### config.mk
export PLATFORM = sky130hd
export DESIGN_NAME = gesture_pointer_mapper
export DESIGN_NICKNAME = d
export VERILOG_FILES = /design/src/hdl/gpm_pkg.sv /design/src/hdl/gesture_pointer_mapper.sv /design/src/hdl/gpm_pixel_map.sv
export SDC_FILE = /design/constraint.sdc
export NUM_CORES = 1
export LEC_CHECK = 0
export ABC_AREA = 1
export BUFFER_PORTS_ARGS = -buffer_cell sky130_fd_sc_hd__buf_2
export CAP_MARGIN = 20
export CORE_AREA = 8 8 188 190
export DETAILED_ROUTE_END_ITERATION = 10
export DIE_AREA = 0 0 196 198
export PLACE_DENSITY = 0.77
export SYNTH_ARGS = -nofsm -noshare
export SYNTH_HDL_FRONTEND = slang
export SYNTH_HIERARCHICAL = 1
export SYNTH_SLANG_ARGS = --single-unit
### constraint.sdc
create_clock -name clk -period 5.2 [get_ports clk]
set_input_delay 0.26 -clock clk [delete_from_list [all_inputs] [get_ports clk]]
set_output_delay 0.26 -clock clk [all_outputs]
set_load 0.01 [all_outputs]
### src/hdl/gpm_pkg.sv
// gpm_pkg: shared types and constants for the gesture pointer mapper.
// Used by gpm_pixel_map and gesture_pointer_mapper; depends on nothing.

package gpm_pkg;

  localparam int unsigned DIR_W   = 16;
  localparam int unsigned POS_W   = 14;
  localparam int unsigned DIFF_W  = POS_W + 1;
  localparam int unsigned COORD_W = 12;
  localparam int unsigned HOLD_W  = 8;
  localparam int unsigned THR_W   = 15;
  localparam int unsigned CFG_IDX_W = 4;
  localparam int unsigned CFG_DATA_W = 16;

  typedef logic [COORD_W-1:0] coord_t;

  typedef enum logic [1:0] {
    SWIPE_NONE  = 2'd0,
    SWIPE_LEFT  = 2'd1,
    SWIPE_RIGHT = 2'd2
  } swipe_ev_t;

  typedef enum logic [CFG_IDX_W-1:0] {
    REG_SWIPE_THRESHOLD   = 4'd0,
    REG_HOLDOFF_FRAMES    = 4'd1,
    REG_PRESS_THRESHOLD   = 4'd2,
    REG_RELEASE_THRESHOLD = 4'd3,
    REG_X_LEFT_EDGE       = 4'd4,
    REG_Y_TOP_EDGE        = 4'd5,
    REG_SCREEN_WIDTH      = 4'd6,
    REG_SCREEN_HEIGHT     = 4'd7
  } reg_idx_t;

  localparam logic [THR_W-1:0]   RST_SWIPE_THRESHOLD   = 15'd11469;
  localparam logic [HOLD_W-1:0]  RST_HOLDOFF_FRAMES    = 8'd100;
  localparam logic [DIR_W-1:0]   RST_PRESS_THRESHOLD   = 16'hF99A;
  localparam logic [DIR_W-1:0]   RST_RELEASE_THRESHOLD = 16'h0000;
  localparam logic [POS_W-1:0]   RST_X_LEFT_EDGE       = 14'h3880;
  localparam logic [POS_W-1:0]   RST_Y_TOP_EDGE        = 14'd4000;
  localparam logic [COORD_W-1:0] RST_SCREEN_WIDTH      = 12'd1440;
  localparam logic [COORD_W-1:0] RST_SCREEN_HEIGHT     = 12'd900;

  // one result transaction
  typedef struct packed {
    swipe_ev_t swipe_event;
    logic      pointer_valid;
    coord_t    pointer_col;
    coord_t    pointer_row;
    logic      tap_event;
    coord_t    tap_col;
    coord_t    tap_row;
  } result_t;

endpackage

### src/hdl/gesture_pointer_mapper.sv
// gesture_pointer_mapper: top level, frame handshake, configuration and gesture state.
// Depends on gpm_pkg and gpm_pixel_map.

// One tracking frame in, one result out, at one frame per clock sustained while
// out_ready stays high. A frame is captured into an input register and, in the
// cycle it moves to the output register, is evaluated against the holdoff counter
// and press state, so out_valid rises once the frame has passed the input register
// and reached the output register. While a result waits, the input register can
// still take one frame and then holds in_ready low. Configuration is written through
// cfg_we with register index cfg_index; indexes 8 and above are ignored.

module gesture_pointer_mapper #(
  parameter int unsigned PIXEL_BITS = 12
) (
  input  logic                                clk,
  input  logic                                rst_n,
  input  logic                                cfg_we,
  input  logic [gpm_pkg::CFG_IDX_W-1:0]       cfg_index,
  input  logic [gpm_pkg::CFG_DATA_W-1:0]      cfg_wdata,
  input  logic                                in_valid,
  output logic                                in_ready,
  input  logic                                in_swipe_present,
  input  logic signed [gpm_pkg::DIR_W-1:0]    in_swipe_dir_x,
  input  logic                                in_finger_present,
  input  logic signed [gpm_pkg::POS_W-1:0]    in_tip_x,
  input  logic signed [gpm_pkg::POS_W-1:0]    in_tip_y,
  input  logic signed [gpm_pkg::DIR_W-1:0]    in_touch_distance,
  output logic                                out_valid,
  input  logic                                out_ready,
  output logic [1:0]                          out_swipe_event,
  output logic                                out_pointer_valid,
  output logic [gpm_pkg::COORD_W-1:0]         out_pointer_col,
  output logic [gpm_pkg::COORD_W-1:0]         out_pointer_row,
  output logic                                out_tap_event,
  output logic [gpm_pkg::COORD_W-1:0]         out_tap_col,
  output logic [gpm_pkg::COORD_W-1:0]         out_tap_row
);

  // configuration registers
  logic [gpm_pkg::THR_W-1:0]        swipe_thr_r;
  logic [gpm_pkg::HOLD_W-1:0]       holdoff_frames_r;
  logic signed [gpm_pkg::DIR_W-1:0] press_thr_r;
  logic signed [gpm_pkg::DIR_W-1:0] release_thr_r;
  logic signed [gpm_pkg::POS_W-1:0] x_left_r;
  logic signed [gpm_pkg::POS_W-1:0] y_top_r;
  gpm_pkg::coord_t                  scr_w_r;
  gpm_pkg::coord_t                  scr_h_r;

  // input register
  logic                             s1_valid_r;
  logic                             s1_swipe_r;
  logic signed [gpm_pkg::DIR_W-1:0] s1_dir_r;
  logic                             s1_finger_r;
  logic signed [gpm_pkg::POS_W-1:0] s1_tx_r;
  logic signed [gpm_pkg::POS_W-1:0] s1_ty_r;
  logic signed [gpm_pkg::DIR_W-1:0] s1_td_r;

  // state
  logic [gpm_pkg::HOLD_W-1:0] holdoff_r, holdoff_nxt;
  logic                       armed_r, armed_nxt;
  gpm_pkg::coord_t            held_col_r, held_col_nxt;
  gpm_pkg::coord_t            held_row_r, held_row_nxt;

  // output register
  logic              out_valid_r;
  gpm_pkg::result_t  res_r, res_nxt;

  logic s1_adv;
  logic [gpm_pkg::HOLD_W-1:0] hold_dec;
  logic signed [gpm_pkg::DIR_W:0] dir_ext;
  logic signed [gpm_pkg::DIR_W:0] thr_pos;
  logic signed [gpm_pkg::DIR_W:0] thr_neg;
  gpm_pkg::swipe_ev_t ev;
  logic signed [gpm_pkg::DIFF_W-1:0] col_diff;
  logic signed [gpm_pkg::DIFF_W-1:0] row_diff;
  gpm_pkg::coord_t col_px;
  gpm_pkg::coord_t row_px;

  assign s1_adv   = s1_valid_r && (!out_valid_r || out_ready);
  assign in_ready = !s1_valid_r || s1_adv;

  always_ff @(posedge clk) begin
    if (!rst_n) begin
      swipe_thr_r      <= gpm_pkg::RST_SWIPE_THRESHOLD;
      holdoff_frames_r <= gpm_pkg::RST_HOLDOFF_FRAMES;
      press_thr_r      <= gpm_pkg::RST_PRESS_THRESHOLD;
      release_thr_r    <= gpm_pkg::RST_RELEASE_THRESHOLD;
      x_left_r         <= gpm_pkg::RST_X_LEFT_EDGE;
      y_top_r          <= gpm_pkg::RST_Y_TOP_EDGE;
      scr_w_r          <= gpm_pkg::RST_SCREEN_WIDTH;
      scr_h_r          <= gpm_pkg::RST_SCREEN_HEIGHT;
    end else if (cfg_we) begin
      case (cfg_index)
        gpm_pkg::REG_SWIPE_THRESHOLD:   swipe_thr_r      <= cfg_wdata[gpm_pkg::THR_W-1:0];
        gpm_pkg::REG_HOLDOFF_FRAMES:    holdoff_frames_r <= cfg_wdata[gpm_pkg::HOLD_W-1:0];
        gpm_pkg::REG_PRESS_THRESHOLD:   press_thr_r      <= cfg_wdata;
        gpm_pkg::REG_RELEASE_THRESHOLD: release_thr_r    <= cfg_wdata;
        gpm_pkg::REG_X_LEFT_EDGE:       x_left_r         <= cfg_wdata[gpm_pkg::POS_W-1:0];
        gpm_pkg::REG_Y_TOP_EDGE:        y_top_r          <= cfg_wdata[gpm_pkg::POS_W-1:0];
        gpm_pkg::REG_SCREEN_WIDTH:      scr_w_r          <= cfg_wdata[gpm_pkg::COORD_W-1:0];
        gpm_pkg::REG_SCREEN_HEIGHT:     scr_h_r          <= cfg_wdata[gpm_pkg::COORD_W-1:0];
        default: ;
      endcase
    end
  end

  always_ff @(posedge clk) begin
    if (!rst_n) begin
      s1_valid_r <= 1'b0;
    end else if (in_ready) begin
      s1_valid_r <= in_valid;
    end
  end

  always_ff @(posedge clk) begin
    if (in_valid && in_ready) begin
      s1_swipe_r  <= in_swipe_present;
      s1_dir_r    <= in_swipe_dir_x;
      s1_finger_r <= in_finger_present;
      s1_tx_r     <= in_tip_x;
      s1_ty_r     <= in_tip_y;
      s1_td_r     <= in_touch_distance;
    end
  end

  assign col_diff = $signed({s1_tx_r[gpm_pkg::POS_W-1], s1_tx_r})
                  - $signed({x_left_r[gpm_pkg::POS_W-1], x_left_r});
  assign row_diff = $signed({y_top_r[gpm_pkg::POS_W-1], y_top_r})
                  - $signed({s1_ty_r[gpm_pkg::POS_W-1], s1_ty_r});

  gpm_pixel_map #(.PIXEL_BITS(PIXEL_BITS)) u_col_map (
    .diff  (col_diff),
    .size  (scr_w_r),
    .pixel (col_px)
  );

  gpm_pixel_map #(.PIXEL_BITS(PIXEL_BITS)) u_row_map (
    .diff  (row_diff),
    .size  (scr_h_r),
    .pixel (row_px)
  );

  always_comb begin
    hold_dec = (holdoff_r != '0) ? holdoff_r - gpm_pkg::HOLD_W'(1) : '0;
    dir_ext  = (gpm_pkg::DIR_W+1)'(s1_dir_r);
    thr_pos  = $signed({2'b00, swipe_thr_r});
    thr_neg  = -thr_pos;
    if (dir_ext < thr_neg) begin
      ev = gpm_pkg::SWIPE_LEFT;
    end else if (dir_ext > thr_pos) begin
      ev = gpm_pkg::SWIPE_RIGHT;
    end else begin
      ev = gpm_pkg::SWIPE_NONE;
    end

    holdoff_nxt  = hold_dec;
    armed_nxt    = armed_r;
    held_col_nxt = held_col_r;
    held_row_nxt = held_row_r;
    res_nxt      = '0;
    res_nxt.swipe_event = gpm_pkg::SWIPE_NONE;

    if (hold_dec == '0 && s1_swipe_r && ev != gpm_pkg::SWIPE_NONE) begin
      armed_nxt   = 1'b0;
      holdoff_nxt = holdoff_frames_r;
      res_nxt.swipe_event = ev;
    end else if (!s1_finger_r) begin
      armed_nxt = 1'b0;
    end else begin
      if (armed_r) begin
        if (s1_td_r > release_thr_r) begin
          armed_nxt         = 1'b0;
          res_nxt.tap_event = 1'b1;
          res_nxt.tap_col   = held_col_r;
          res_nxt.tap_row   = held_row_r;
        end
      end else if (s1_td_r < press_thr_r) begin
        armed_nxt    = 1'b1;
        held_col_nxt = col_px;
        held_row_nxt = row_px;
      end
      res_nxt.pointer_valid = 1'b1;
      res_nxt.pointer_col   = col_px;
      res_nxt.pointer_row   = row_px;
    end
  end

  always_ff @(posedge clk) begin
    if (!rst_n) begin
      holdoff_r  <= '0;
      armed_r    <= 1'b0;
      held_col_r <= '0;
      held_row_r <= '0;
    end else if (s1_adv) begin
      holdoff_r  <= holdoff_nxt;
      armed_r    <= armed_nxt;
      held_col_r <= held_col_nxt;
      held_row_r <= held_row_nxt;
    end
  end

  always_ff @(posedge clk) begin
    if (!rst_n) begin
      out_valid_r <= 1'b0;
    end else if (s1_adv) begin
      out_valid_r <= 1'b1;
    end else if (out_ready) begin
      out_valid_r <= 1'b0;
    end
  end

  always_ff @(posedge clk) begin
    if (s1_adv) begin
      res_r <= res_nxt;
    end
  end

  assign out_valid         = out_valid_r;
  assign out_swipe_event   = res_r.swipe_event;
  assign out_pointer_valid = res_r.pointer_valid;
  assign out_pointer_col   = res_r.pointer_col;
  assign out_pointer_row   = res_r.pointer_row;
  assign out_tap_event     = res_r.tap_event;
  assign out_tap_col       = res_r.tap_col;
  assign out_tap_row       = res_r.tap_row;

endmodule

### src/hdl/gpm_pixel_map.sv
// gpm_pixel_map: scales a position offset in 1/16 mm to a clamped pixel at 6 px/mm.
// Depends on gpm_pkg.

module gpm_pixel_map #(
  parameter int unsigned PIXEL_BITS = 12
) (
  input  logic signed [gpm_pkg::DIFF_W-1:0] diff,
  input  gpm_pkg::coord_t                   size,
  output gpm_pkg::coord_t                   pixel
);

  localparam int unsigned PROD_W = gpm_pkg::DIFF_W + 4;
  localparam int unsigned LIM_W  = 17;
  localparam logic [LIM_W-1:0] PIX_MAX = LIM_W'((64'd1 << PIXEL_BITS) - 64'd1);

  logic signed [PROD_W-1:0] dx;
  logic signed [PROD_W-1:0] prod;
  logic [LIM_W-1:0]         size_m1;
  logic [LIM_W-1:0]         lim;
  logic [LIM_W-1:0]         quo;
  logic [LIM_W-1:0]         clamped;

  always_comb begin
    dx   = PROD_W'(diff);
    prod = (dx <<< 2) + (dx <<< 1);
    quo  = {4'd0, prod[PROD_W-3:4]};
    size_m1 = (size == '0) ? '0 : LIM_W'(size) - LIM_W'(1);
    lim = (size_m1 > PIX_MAX) ? PIX_MAX : size_m1;
    if (prod[PROD_W-1]) begin
      clamped = '0;
    end else if (quo > lim) begin
      clamped = lim;
    end else begin
      clamped = quo;
    end
    pixel = clamped[gpm_pkg::COORD_W-1:0];
  end

endmodule

Yosys cells after proc, flatten, opt, wreduce, memory -nomap -nowiden
Cells that the tools add are included.

Register bits after elaboration: 256. Output and inout bits: 54.

$add $sub $neg: 8. Order comparisons: 8. Equal/unequal tests: 7. Mux-type cells: 22. Bitwise logic cells: 4. Reduce and logical (&&, ||, !) cells: 27.

Operators by type and width (number): $mux W17 (4); $mux W25 (2); $mux W50 (1); $mux W12 (4); $add A17 B16 Y18 (2); $gt A13 B17 Y1 (2); $gt A17 B12 Y1 const B (2); $gt A16 B16 Y1 (2); $sub A14 B14 Y15 (2); $sub A12 B1 Y13 const B (2); $logic_not A12 Y1 (2); $lt A16 B17 Y1 (1); $neg A15 Y17 (1); $eq A4 B3 Y1 const B (4); $lt A16 B16 Y1 (1); $mux W8 (2); $reduce_and A2 Y1 (8); $eq A4 B2 Y1 const B (2); $logic_not A8 Y1 (1); $reduce_bool A8 Y1 (1); $sub A8 B1 Y8 const B (1); $mux W1 (7); $reduce_and A5 Y1 (1); $eq A4 B1 Y1 const B (1); 10 further kinds (20).

Logic depth before layout (Yosys ltp)
Gate-level depths: netlist of the first run.

Word-level depth: 8. Depth in mapped cells: 36. Depth with buffers taken out: 36.

By module
The synthesis of the first run kept the hierarchy.

By module, submodules not included: gesture_pointer_mapper (times used 1, cells an instance 1403, area an instance 12383.1 um^2, sequential area each 6266.0 um^2); gpm_pixel_map (times used 2, cells an instance 339, area an instance 1795.5 um^2, sequential area each 0.0 um^2).

Least setup slack after synthesis of the first run
Ideal clock, no wire load.

Kind: reg2reg. From: register s1_ty_r[0] in the netlist's numbering. To: register res_r, in the netlist out_pointer_row[3] (data pin). Library setup time: 0.256 ns. Data arrival time: 4.024 ns. Slack: 0.920 ns. Stages on the path, launching flop included: 32. Buffers on the path: 1. Period minus slack after synthesis: 4.280 ns. Path through: edfxtp_1 -> ha_1 -> fa_1 -> o21ai_0 -> a21o_1 -> a21oi_1 -> o21ai_0 -> nand2_1 -> nand2_1 -> nand2_1 -> nand3_1 -> nand2_1 -> ha_1 -> nand2_1 -> inv_1 -> nand2_1 -> nand2_1 -> a21oi_1 -> nand2_1 -> a21oi_1 -> inv_1 -> ha_1 -> nand2_1 -> nor2_1 -> nand4_1 -> nand3_2 -> buf_6 -> nand3_1 -> nand2_1 -> nor2_1 -> inv_1 -> nor2_1.

Word-level cells in the longest chain between the ends: 5.

RTL lines: start, declared (RTL line gesture_pointer_mapper.sv:55) `logic signed [gpm_pkg::POS_W-1:0] s1_ty_r;`; start signal, assigned (RTL line gesture_pointer_mapper.sv:121) `s1_ty_r <= in_tip_y;`; $sub A14 B14 Y15 (*) (RTL line gesture_pointer_mapper.sv:129) `- $signed({s1_ty_r[gpm_pkg::POS_W-1], s1_ty_r});`; net row_diff (one bit) (RTL line gesture_pointer_mapper.sv:75) `logic signed [gpm_pkg::DIFF_W-1:0] row_diff;`; $add A17 B16 Y18 (*) (RTL line gpm_pixel_map.sv:25) `prod = (dx <<< 2) + (dx <<< 1);`; $gt A13 B17 Y1 (RTL line gpm_pixel_map.sv:31) `end else if (quo > lim) begin`; $mux W12 (RTL line gpm_pixel_map.sv:31); $mux W12 (*) (RTL line gpm_pixel_map.sv:29) `if (prod[PROD_W-1]) begin`; net row_px[3] (RTL line gesture_pointer_mapper.sv:77) `gpm_pkg::coord_t row_px;`; end signal, assigned (RTL line gesture_pointer_mapper.sv:214) `res_r <= res_nxt;`; end, declared (RTL line gesture_pointer_mapper.sv:66) `gpm_pkg::result_t res_r, res_nxt;`.

Mark *: on every way through the listed nets, which the timed path passes. The rest lies on a longest branch. A chain may end at the register's enable or synchronous reset.

Worst setup path in the final report of the first run
From: register s1_ty_r[0] in the netlist's numbering. To: register held_row_r[4].

Word-level cells in the longest chain between the ends: 5.

RTL lines: $sub A14 B14 Y15 (*) (RTL line gesture_pointer_mapper.sv:129); net row_diff (one bit) (RTL line gesture_pointer_mapper.sv:75); $add A17 B16 Y18 (*) (RTL line gpm_pixel_map.sv:25); $gt A13 B17 Y1 (RTL line gpm_pixel_map.sv:31); $mux W12 (RTL line gpm_pixel_map.sv:31); $mux W12 (*) (RTL line gpm_pixel_map.sv:29); net row_px[4] (RTL line gesture_pointer_mapper.sv:77); end signal, assigned (RTL line gesture_pointer_mapper.sv:198) `held_row_r <= held_row_nxt;`; end, declared (RTL line gesture_pointer_mapper.sv:62) `gpm_pkg::coord_t held_row_r, held_row_nxt;`.

Marks and branches as above.

==> out/summary.txt, run 1 <==
outcome -> complete, no violations
row cnt -> 66
synth top area cells -> edfxtp_1, dfxtp_1, ha_1, nand2_1, inv_1
largest net degree at the start of global routing -> 99
share of the yosys chip area belonging to registers -> 39.23%
Synth cell types -> 47
Avg WL per Cell -> 15.29 microns
gr ovfl total -> 0
vias per cell -> 5.140
largest family of logic cells by synthesized area -> simple AND/OR/NAND/NOR gates
reg-to-reg setup timing slack -> 0.35 ns
Worst setup SP type -> register
Reg2Reg Depth -> 32
Vias -> 13930
Fin Hold WS -> 0.06618 ns
Pre-antenna DRT Iters -> 5
I/O pins -> 141
normalized max-slew margin -> 34.28%
Synth Area in Adders -> 11.84%
DRC Markers -> 0
Die Ht -> 198 microns
H-tree depth -> 1
Hold Path End -> swipe_thr_r[13]
Sw Pwr -> 2322 uW
WL final -> 41.44 mm
Synth Area in XOR/XNOR -> 3.180%
first-pass GRT wire length -> 66.52 mm
most used flip-flop cell after synthesis -> dfxtp_1
setup_tns -> 0 ns
Die W -> 196 microns
clock network fraction of design power -> 30.1%
Mapped Area -> 15970 sq um
asr flop ratio synth -> 0%
Critical Path AT -> 5.30 ns
clock-pin slew on the worst setup and hold paths -> 0.06 ns
Post-synth top cells -> nand2_1, inv_1, nor2_1
Cells after Synth -> 2081
fmax -> 206.3 MHz
Ys Warns -> 6
CTS root buffer -> clkbuf_16
period utilisation layout -> 93.23%
Seq pwr share -> 34.9%
global placement routability congestion -> 0.9010
leakage -> 0.008989 uW
CTS Buf Count -> 27
Crit path required time -> 5.65 ns
classification of the worst setup path -> reg2reg
Compound-Gate Fraction of Synth Area -> 10.05%
cell-internal power -> 4193 uW
die area -> 38810 sq um
FF-to-FF End -> held_row_r[4]
most frequent cell after synthesis -> nand2_1
initial drt markers -> 872
top-area cell type share of the netlist area -> 21.43%
skew final -> 0.01998 ns
share of post-route cells with drive strength above 1 -> 12.90%
Worst-Margin Slew -> 0.9858 ns
Post-Synth Simple-Gate Area -> 25.83%
switching share of power -> 35.65%
clock latency on the worst-skew pair -> 0.56 ns
CTS sink cnt -> 256
final hold violations -> 0
Core Area -> 32210 sq um
dominant cell type by area after synthesis -> edfxtp_1
total track usage -> 20.71%
Slowest-stage cell, CP -> fa_2
final setup fails -> 0
post-route ant nets -> 0
worst hold path cell count -> 3
most frequent CP cell -> nand2_1
CTS tree -> built
IO Port Bufs -> 140
Post-synth EDFFs -> 114
Avg Cell Area, Syn -> 7.676 sq um
area delta synth->final -> 17.23%
clock buffer depth -> 3
reg2reg start -> s1_ty_r[0]
Total Nets Final -> 2518
flip-flop and latch count after synthesis -> 256
crit path launch -> s1_ty_r[0]
minimum clock period -> 4.848 ns
initial antenna violation count -> 0
combinational power share -> 35.0%
hold_sp -> cfg_wdata[13]
dpl ws -> 0.04850 ns
VDD IR max -> 0.2737 mV
PwrDens -> 347.9 nW/um^2
Post-DP HPWL -> 29.98 mm
Final Slew Violations -> 0
Initial Util -> 49.60%
multiplexer share of the synthesized area -> 0%
Final Util -> 58.15%
Tightest Hold Check Type -> in2reg
vias in the first global route -> 13410
worst-path maximum fanout -> 11
CP Capture Type -> register
Max Cap Viol -> 0
Largest stage delay, worst path -> 0.38 ns
Final Worst Setup Slack -> 0.3519 ns
Antenna diodes -> 0
[routing by layer]
metal / wire, microns / global-route usage, % / up-vias
met3: 2484 / 2.801 / 67
met1: 18890 / 27.35 / 6334
li1: - / - / 7144
met2: 19000 / 35.14 / 385
met4: 1064 / 5.839 / 0
met5: 0 / 0 / -
[area by class of cell]
type	instances	area (sq um)
multi-input combinational	1438	8287
timing repair buffer	227	1523
clock buffer	38	737.0
sequential	256	6266
tap	408	510.5
inverter	331	1245
fill	2867	13480
clock inverter	12	158.9
[critical path: cells and delay by family, from the launching register on]
| kind | cells | cell delay, ns |
|---|---|---|
| DFF | 1 | 0.37 |
| AOI/OAI and AO/OA | 4 | 0.61 |
| buffers and inverters | 2 | 0.13 |
| adders and majority gates | 4 | 1.23 |
| and+or+nand+nor | 22 | 2.41 |
[placed cells by master (no fill, tap or decap), types with 9 or more instances in the layout]
cell type      count
inv_1            321
dlygate4sd3_1     66
nand4_1           41
nor2_2            18
o211ai_1          13
nand2_2           17
a21oi_1          153
nand3_2           14
nor2_1           246
xnor2_1           11
nand3_1          114
buf_4             20
buf_2            140
nand2_1          429
ha_1             144
o21ai_0           92
clkbuf_1           9
edfxtp_1         114
nor3_1            15
clkbuf_16         27
xor2_1            46
inv_2              9
dfxtp_1          142
[through the flow]
step                power [uW]  instances  cell area, sq um
floorplan                 3959       2083             15980
global placement          4389       2583             16960
detailed placement        4433       2583             16960
CTS                       6438       2699             18520
global route              6948       2710             18730
finish                    6515       2710             18730
[power groups by stage]
stage	registers (uW)	clock network (uW)	logic [uW]
after floorplan	2320	0	1640
after global placement	2310	0	2070
after detailed placement	2320	0	2120
after CTS	2270	1990	2170
after global routing	2280	2070	2590
final	2270	1960	2280
[cells by family (layout without fill, tap and decap cells)]
family / count (synthesis) / in the layout
and+or+nand+nor: 925 / 927
buffers and inverters: 391 / 608
AOI/OAI and AO/OA: 299 / 299
DFF: 256 / 256
adders and majority gates: 150 / 150
xor gates and xnor gates: 58 / 58
other: 2 / 4
[flip-flops by register name, indices dropped and copies added, names as in the netlist, 14 cells and up]
register and flops:
y_top_r 14, release_thr_r 16, s1_tx_r 14, s1_dir_r 16
s1_td_r 16, press_thr_r 16, s1_ty_r 14, swipe_thr_r 15
x_left_r 14
[timing repair]
action	in CTS	in global routing
buffers inserted	0	9
hold buffers	66	0
hold endpoints to repair	67	0
setup endpoints to repair	0	48
resized for setup	0	36
[worst max-delay path by stage]
stage	endpoint	slack, ns	depth (start not counted)
2_1_floorplan	out_pointer_row[3]	0.92	31
3_3_place_gp	held_row_r[11]	0.24	33
3_5_place_dp	held_col_r[0]	0.05	29
4_1_cts	held_col_r[0]	0.02	29
5_1_grt	held_row_r[10]	-0.03	33
6_report	held_row_r[4]	0.35	32
(Power assumes the default switching activity.)
==> run 2: changes to the inputs <==
Settings changed: BUFFER_PORTS_ARGS -buffer_cell sky130_fd_sc_hd__buf_2 to -buffer_cell sky130_fd_sc_hd__buf_4.
==> run 2 against run 1 <==
Utilization grew 1.1 points. Sequential share of layout area shrank 0.62 points. Cell count stayed put. Critical path depth down 1. First-iteration DRC count grew 2.2%. Wire length decreased by 0.79%. Setup slack improved by 0.038 ns. Critical path type unchanged. Largest cell class unchanged. Largest power group unchanged. Highest routed layer unchanged.
==> out/summary.txt, run 2 (synthesis results as in run 1) <==
setup_tns -> 0 ns
die area -> 38810 sq um
WL final -> 41.12 mm
largest net degree at the start of global routing -> 120
normalized max-slew margin -> 46.93%
clock latency on the worst-skew pair -> 0.56 ns
leakage -> 0.009132 uW
GRT busiest layer -> met2
minimum clock period -> 4.810 ns
total track usage -> 20.67%
H-tree depth -> 1
final instance area -> 19080 sq um
FF-to-FF End -> held_col_r[4]
I/O pins -> 141
Die W -> 196 microns
Antenna diodes -> 0
reg2reg start -> x_left_r[2]
Vias -> 13990
final setup fails -> 0
CTS Buf Count -> 28
Crit path required time -> 5.64 ns
grt met1 use -> 27.42%
period utilisation layout -> 92.50%
placed inst area -> 17320 sq um
global placement routability congestion -> 0.9141
met3 Use GR -> 3.039%
Post-DP HPWL -> 30.06 mm
Total Nets Final -> 2517
CTS sink cnt -> 256
PwrDens -> 346.6 nW/um^2
VDD IR max -> 0.2526 mV
post-route ant nets -> 0
Pre-antenna DRT Iters -> 5
GR Util met2 -> 34.85%
most frequent CP cell -> nand2_1
commonest non-fill, non-tap cell in the layout -> nand2_1
Avg WL per Cell -> 15.17 microns
clock-pin slew on the worst setup and hold paths -> 0.06 ns
crit path launch -> x_left_r[2]
outcome -> complete, no violations
area delta synth->final -> 19.43%
CTS root buffer -> clkbuf_16
reg-to-reg setup timing slack -> 0.39 ns
fmax -> 207.9 MHz
CTS tree -> built
initial antenna violation count -> 0
Worst setup SP type -> register
skew final -> 0.01900 ns
highest-count cells in the layout ignoring fill and taps -> nand2_1, inv_1, nor2_1
Slowest-stage cell, CP -> ha_1
classification of the worst setup path -> reg2reg
share of post-route cells with drive strength above 1 -> 12.64%
Core Area -> 32210 sq um
Die Ht -> 198 microns
first-pass GRT wire length -> 66.14 mm
initial drt markers -> 891
gr ovfl total -> 0
row cnt -> 66
final hold violations -> 0
vias in the first global route -> 13290
Reg2Reg Depth -> 31
Initial Util -> 49.60%
Largest stage delay, worst path -> 0.35 ns
Max Cap Viol -> 0
DRC Markers -> 0
Critical Path AT -> 5.25 ns
worst-path maximum fanout -> 11
CP Capture Type -> register
Worst-Margin Slew -> 0.7931 ns
CP Capture Point -> held_col_r[4]
clock buffer depth -> 3
vias per cell -> 5.161
Tightest Hold Check Type -> in2reg
IO Port Bufs -> 140
Final Slew Violations -> 0
-- run 2: cell types whose count changed in the layout (fill, tap and decap cells not counted), moves of 5 or more --
cell	previous run	this run
buf_2	140	0
buf_4	20	159
clkbuf_1	9	1
clkinv_2	1	6
-- run 2: routing by layer --
| metal | vias to the layer above | wire (microns) |
|---|---|---|
| li1 | 7151 | - |
| met4 | 0 | 1048 |
| met3 | 68 | 2492 |
| met5 | - | 0 |
| met2 | 381 | 18660 |
| met1 | 6387 | 18910 |
-- run 2: area by class of cell --
class | instances | area (sq um)
clock buffers | 32 | 757.0
clock inverters | 20 | 191.4
fillers | 2850 | 13130
inverters | 331 | 1245
multi-input cells | 1437 | 8227
flip-flops and latches | 256 | 6266
well taps | 408 | 510.5
repair buffers | 226 | 1882
-- run 2: power breakdown --
part | leakage (uW) | internal [uW] | total, uW | switching [uW]
Sequential | 0.00227 | 2220 | 2280 | 55.9
Combinational | 0.00640 | 857 | 2300 | 1440
Clock | 0.000464 | 1190 | 2040 | 844
-- run 2: what timing repair did --
action	in CTS	in global routing
hold buffers	66	0
resized for setup	0	20
setup endpoints to repair	0	48
endpoints found under the hold margin	66	0
setup buffers	0	6
-- run 2: stage by stage --
step | instances | setup slack [ns] | hold slack, ns | utilization [%] | power [uW]
finish | 2710 | 0.3898 | 0.003918 | 59.24 | 6612
global placement | 2584 | 0.2654 | 0.4383 | 53.77 | 4430
CTS | 2702 | 0.1386 | 0.0002442 | 58.76 | 6548
global route | 2710 | -0.03503 | 0.01322 | 59.24 | 7046
detailed placement | 2584 | 0.1888 | 0.4392 | 53.77 | 4473
floorplan | 2083 | 0.9201 | 0.3589 | - | 3959
-- run 2: how the worst min path moves through the flow --
stage | from | to | slack, ns | cells after the start
final | cfg_wdata[12] | press_thr_r[12] | 0.004 | 3
after floorplan | in_swipe_dir_x[0] | s1_dir_r[0] | 0.36 | 0
after CTS | cfg_wdata[12] | press_thr_r[12] | 0.0002 | 3
after global placement | in_swipe_dir_x[8] | s1_dir_r[8] | 0.44 | 1
after detailed placement | in_tip_x[4] | s1_tx_r[4] | 0.44 | 1
after global routing | in_valid | s1_valid_r | 0.01 | 3
-- run 2: critical path: cells and delay by family, from the launching register on --
family,cells,cell delay [ns]
AO/OA/AOI/OAI,7,1.36
flip-flops,1,0.32
buffers and inverters,4,0.41
XOR/XNOR,1,0.25
AND/OR/NAND/NOR,16,1.40
adder cells (fa/ha/maj),3,0.97
==> run 3: changes to the inputs <==
Settings changed: SLEW_MARGIN set to 30.
Clock period 5.2 ns to 5.4 ns, I/O delays scaled along.
==> run 3 against run 2 <==
Register-to-register slack is essentially flat. Wire length grew 0.25%. Non-clock buffer count shrank 6. Critical path type unchanged. Sequential power shrank 4%. Total power shrank 6.6%. Clock-buffer cell count grew 6. Critical path depth is the same. Sequential share of layout area grew 0.26 points. Highest routed layer unchanged. Critical endpoint is now held_col_r[0]. Clock skew shrank 0.0022 ns. Maximum frequency shrank 3.7%.
==> out/summary.txt, run 3 (synthesis results as in run 1) <==
placed cell count -> 2582
PwrDens -> 326.4 nW/um^2
Reg area -> 6266 sq um
Tightest Hold Check Type -> in2reg
Pre-antenna DRT Iters -> 6
CP Capture Type -> register
I/O pins -> 141
final setup fails -> 0
Antenna diodes -> 0
clock-pin slew on the worst setup and hold paths -> 0.06 ns
WL final -> 41.22 mm
initial drt markers -> 883
global placement routability congestion -> 0.9313
IO Port Bufs -> 140
period utilisation layout -> 92.54%
skew final -> 0.01676 ns
fmax -> 200.1 MHz
Vias -> 14070
cell-internal power -> 3967 uW
Avg WL per Cell -> 15.25 microns
Initial Util -> 49.60%
Final Slew Violations -> 0
CTS root buffer -> clkbuf_16
total track usage -> 20.55%
DRC Markers -> 0
Seq pwr share -> 35.5%
Total Nets Final -> 2511
clock buffer depth -> 3
vias per cell -> 5.206
clock latency on the worst-skew pair -> 0.56 ns
Die Ht -> 198 microns
commonest non-fill, non-tap cell in the layout -> nand2_1
Post-Layout Cell Count -> 2703
normalized max-slew margin -> 38.07%
Max Cap Viol -> 0
setup_tns -> 0 ns
CTS sink cnt -> 256
H-tree depth -> 1
area delta synth->final -> 18.49%
Largest stage delay, worst path -> 0.43 ns
CTS tree -> built
switching share of power -> 35.79%
worst hold path cell count -> 2
Crit path required time -> 5.89 ns
RSZ-0062 raised after global routing -> false
Fin Hold WS -> 0.04258 ns
VDD IR max -> 0.2765 mV
Slowest-stage cell, CP -> fa_1
first-pass GRT wire length -> 65.90 mm
share of post-route cells with drive strength above 1 -> 11.94%
Die W -> 196 microns
vias in the first global route -> 13250
largest net degree at the start of global routing -> 97
CTS Buf Count -> 27
Final Util -> 58.77%
outcome -> complete, no violations
Reg2Reg Depth -> 31
minimum clock period -> 4.997 ns
Worst setup SP type -> register
dpl ws -> 0.1868 ns
Critical Path AT -> 5.48 ns
worst-path maximum fanout -> 6
combinational power share -> 34.8%
Filler cells -> 2859
most frequent CP cell -> nand2_1
highest-count cells in the layout ignoring fill and taps -> nand2_1, inv_1, nor2_1
row cnt -> 66
post-route ant nets -> 0
Sw Pwr -> 2211 uW
die area -> 38810 sq um
Worst-Margin Slew -> 0.9289 ns
area taken by multi-input logic gates -> 8200 sq um
clock network fraction of design power -> 29.7%
Final Worst Setup Slack -> 0.4026 ns
Core Area -> 32210 sq um
gr ovfl total -> 0
Post-DP HPWL -> 30.16 mm
leakage -> 0.009070 uW
initial antenna violation count -> 0
final hold violations -> 0
classification of the worst setup path -> reg2reg
[run 3: cell types whose count changed in the layout (fill, tap and decap cells not counted), moves of 2 or more]
cell	delta
clkbuf_8	+5
bufinv_16	-3
clkinv_2	-4
dlygate4sd3_1	+2
clkbuf_1	+2
buf_4	-7
ha_1	+2
xor2_1	+2
xor2_2	-2
[run 3: layout make-up]
class | count | area share [%]
multi-input cells | 1438 | 43.33
flip-flops and latches | 256 | 33.11
repair buffers | 220 | 9.625
inverters | 331 | 6.578
clock buffers | 38 | 4.271
well taps | 408 | 2.697
clock inverters | 12 | 0.3966
[run 3: layer usage]
| metal | part of all wire, % | global-route usage, % | wire, microns |
|---|---|---|---|
| met5 | 0 | 0 | 0 |
| met4 | 3.0 | 6.429 | 1248 |
| met3 | 6.2 | 3.311 | 2576 |
| met2 | 45 | 34.75 | 18660 |
| met1 | 45 | 26.67 | 18730 |
[run 3: final timing paths]
kind,endpoint,slack (ns),startpoint
max,held_col_r[0],0.40,x_left_r[0]
min,scr_w_r[7],0.04,rst_n
max reg2reg,held_col_r[0],0.40,x_left_r[0]
min reg2reg,holdoff_frames_r[4],0.46,holdoff_frames_r[4]
[run 3: power groups by stage]
| stage | clock network, uW | registers [uW] | logic [uW] |
|---|---|---|---|
| 6_report | 1830 | 2190 | 2150 |
| 2_1_floorplan | 0 | 2230 | 1580 |
| 3_3_place_gp | 0 | 2230 | 2020 |
| 3_5_place_dp | 0 | 2230 | 2050 |
| 4_1_cts | 1870 | 2190 | 2100 |
| 5_1_grt | 1940 | 2200 | 2460 |
[run 3: worst max-delay path, delay by kind of cell (launching register included)]
kind,cells,cell delay [ns]
simple gates,19,1.94
fa+ha+maj,4,1.34
compound gates,6,1.14
flops,1,0.35
buf+inv,2,0.16
[run 3: what timing repair did]
| item | CTS | global route |
|---|---|---|
| hold endpoints to repair | 68 | 0 |
| setup buffers | 0 | 1 |
| setup endpoints to repair | 0 | 48 |
| hold buffers | 68 | 0 |
| resized for setup | 0 | 12 |
[run 3: per-stage QoR]
step | cell area, sq um | power, uW
2_1_floorplan | 15980 | 3812
3_3_place_gp | 17300 | 4246
3_5_place_dp | 17300 | 4284
4_1_cts | 18870 | 6164
5_1_grt | 18930 | 6599
6_report | 18930 | 6178
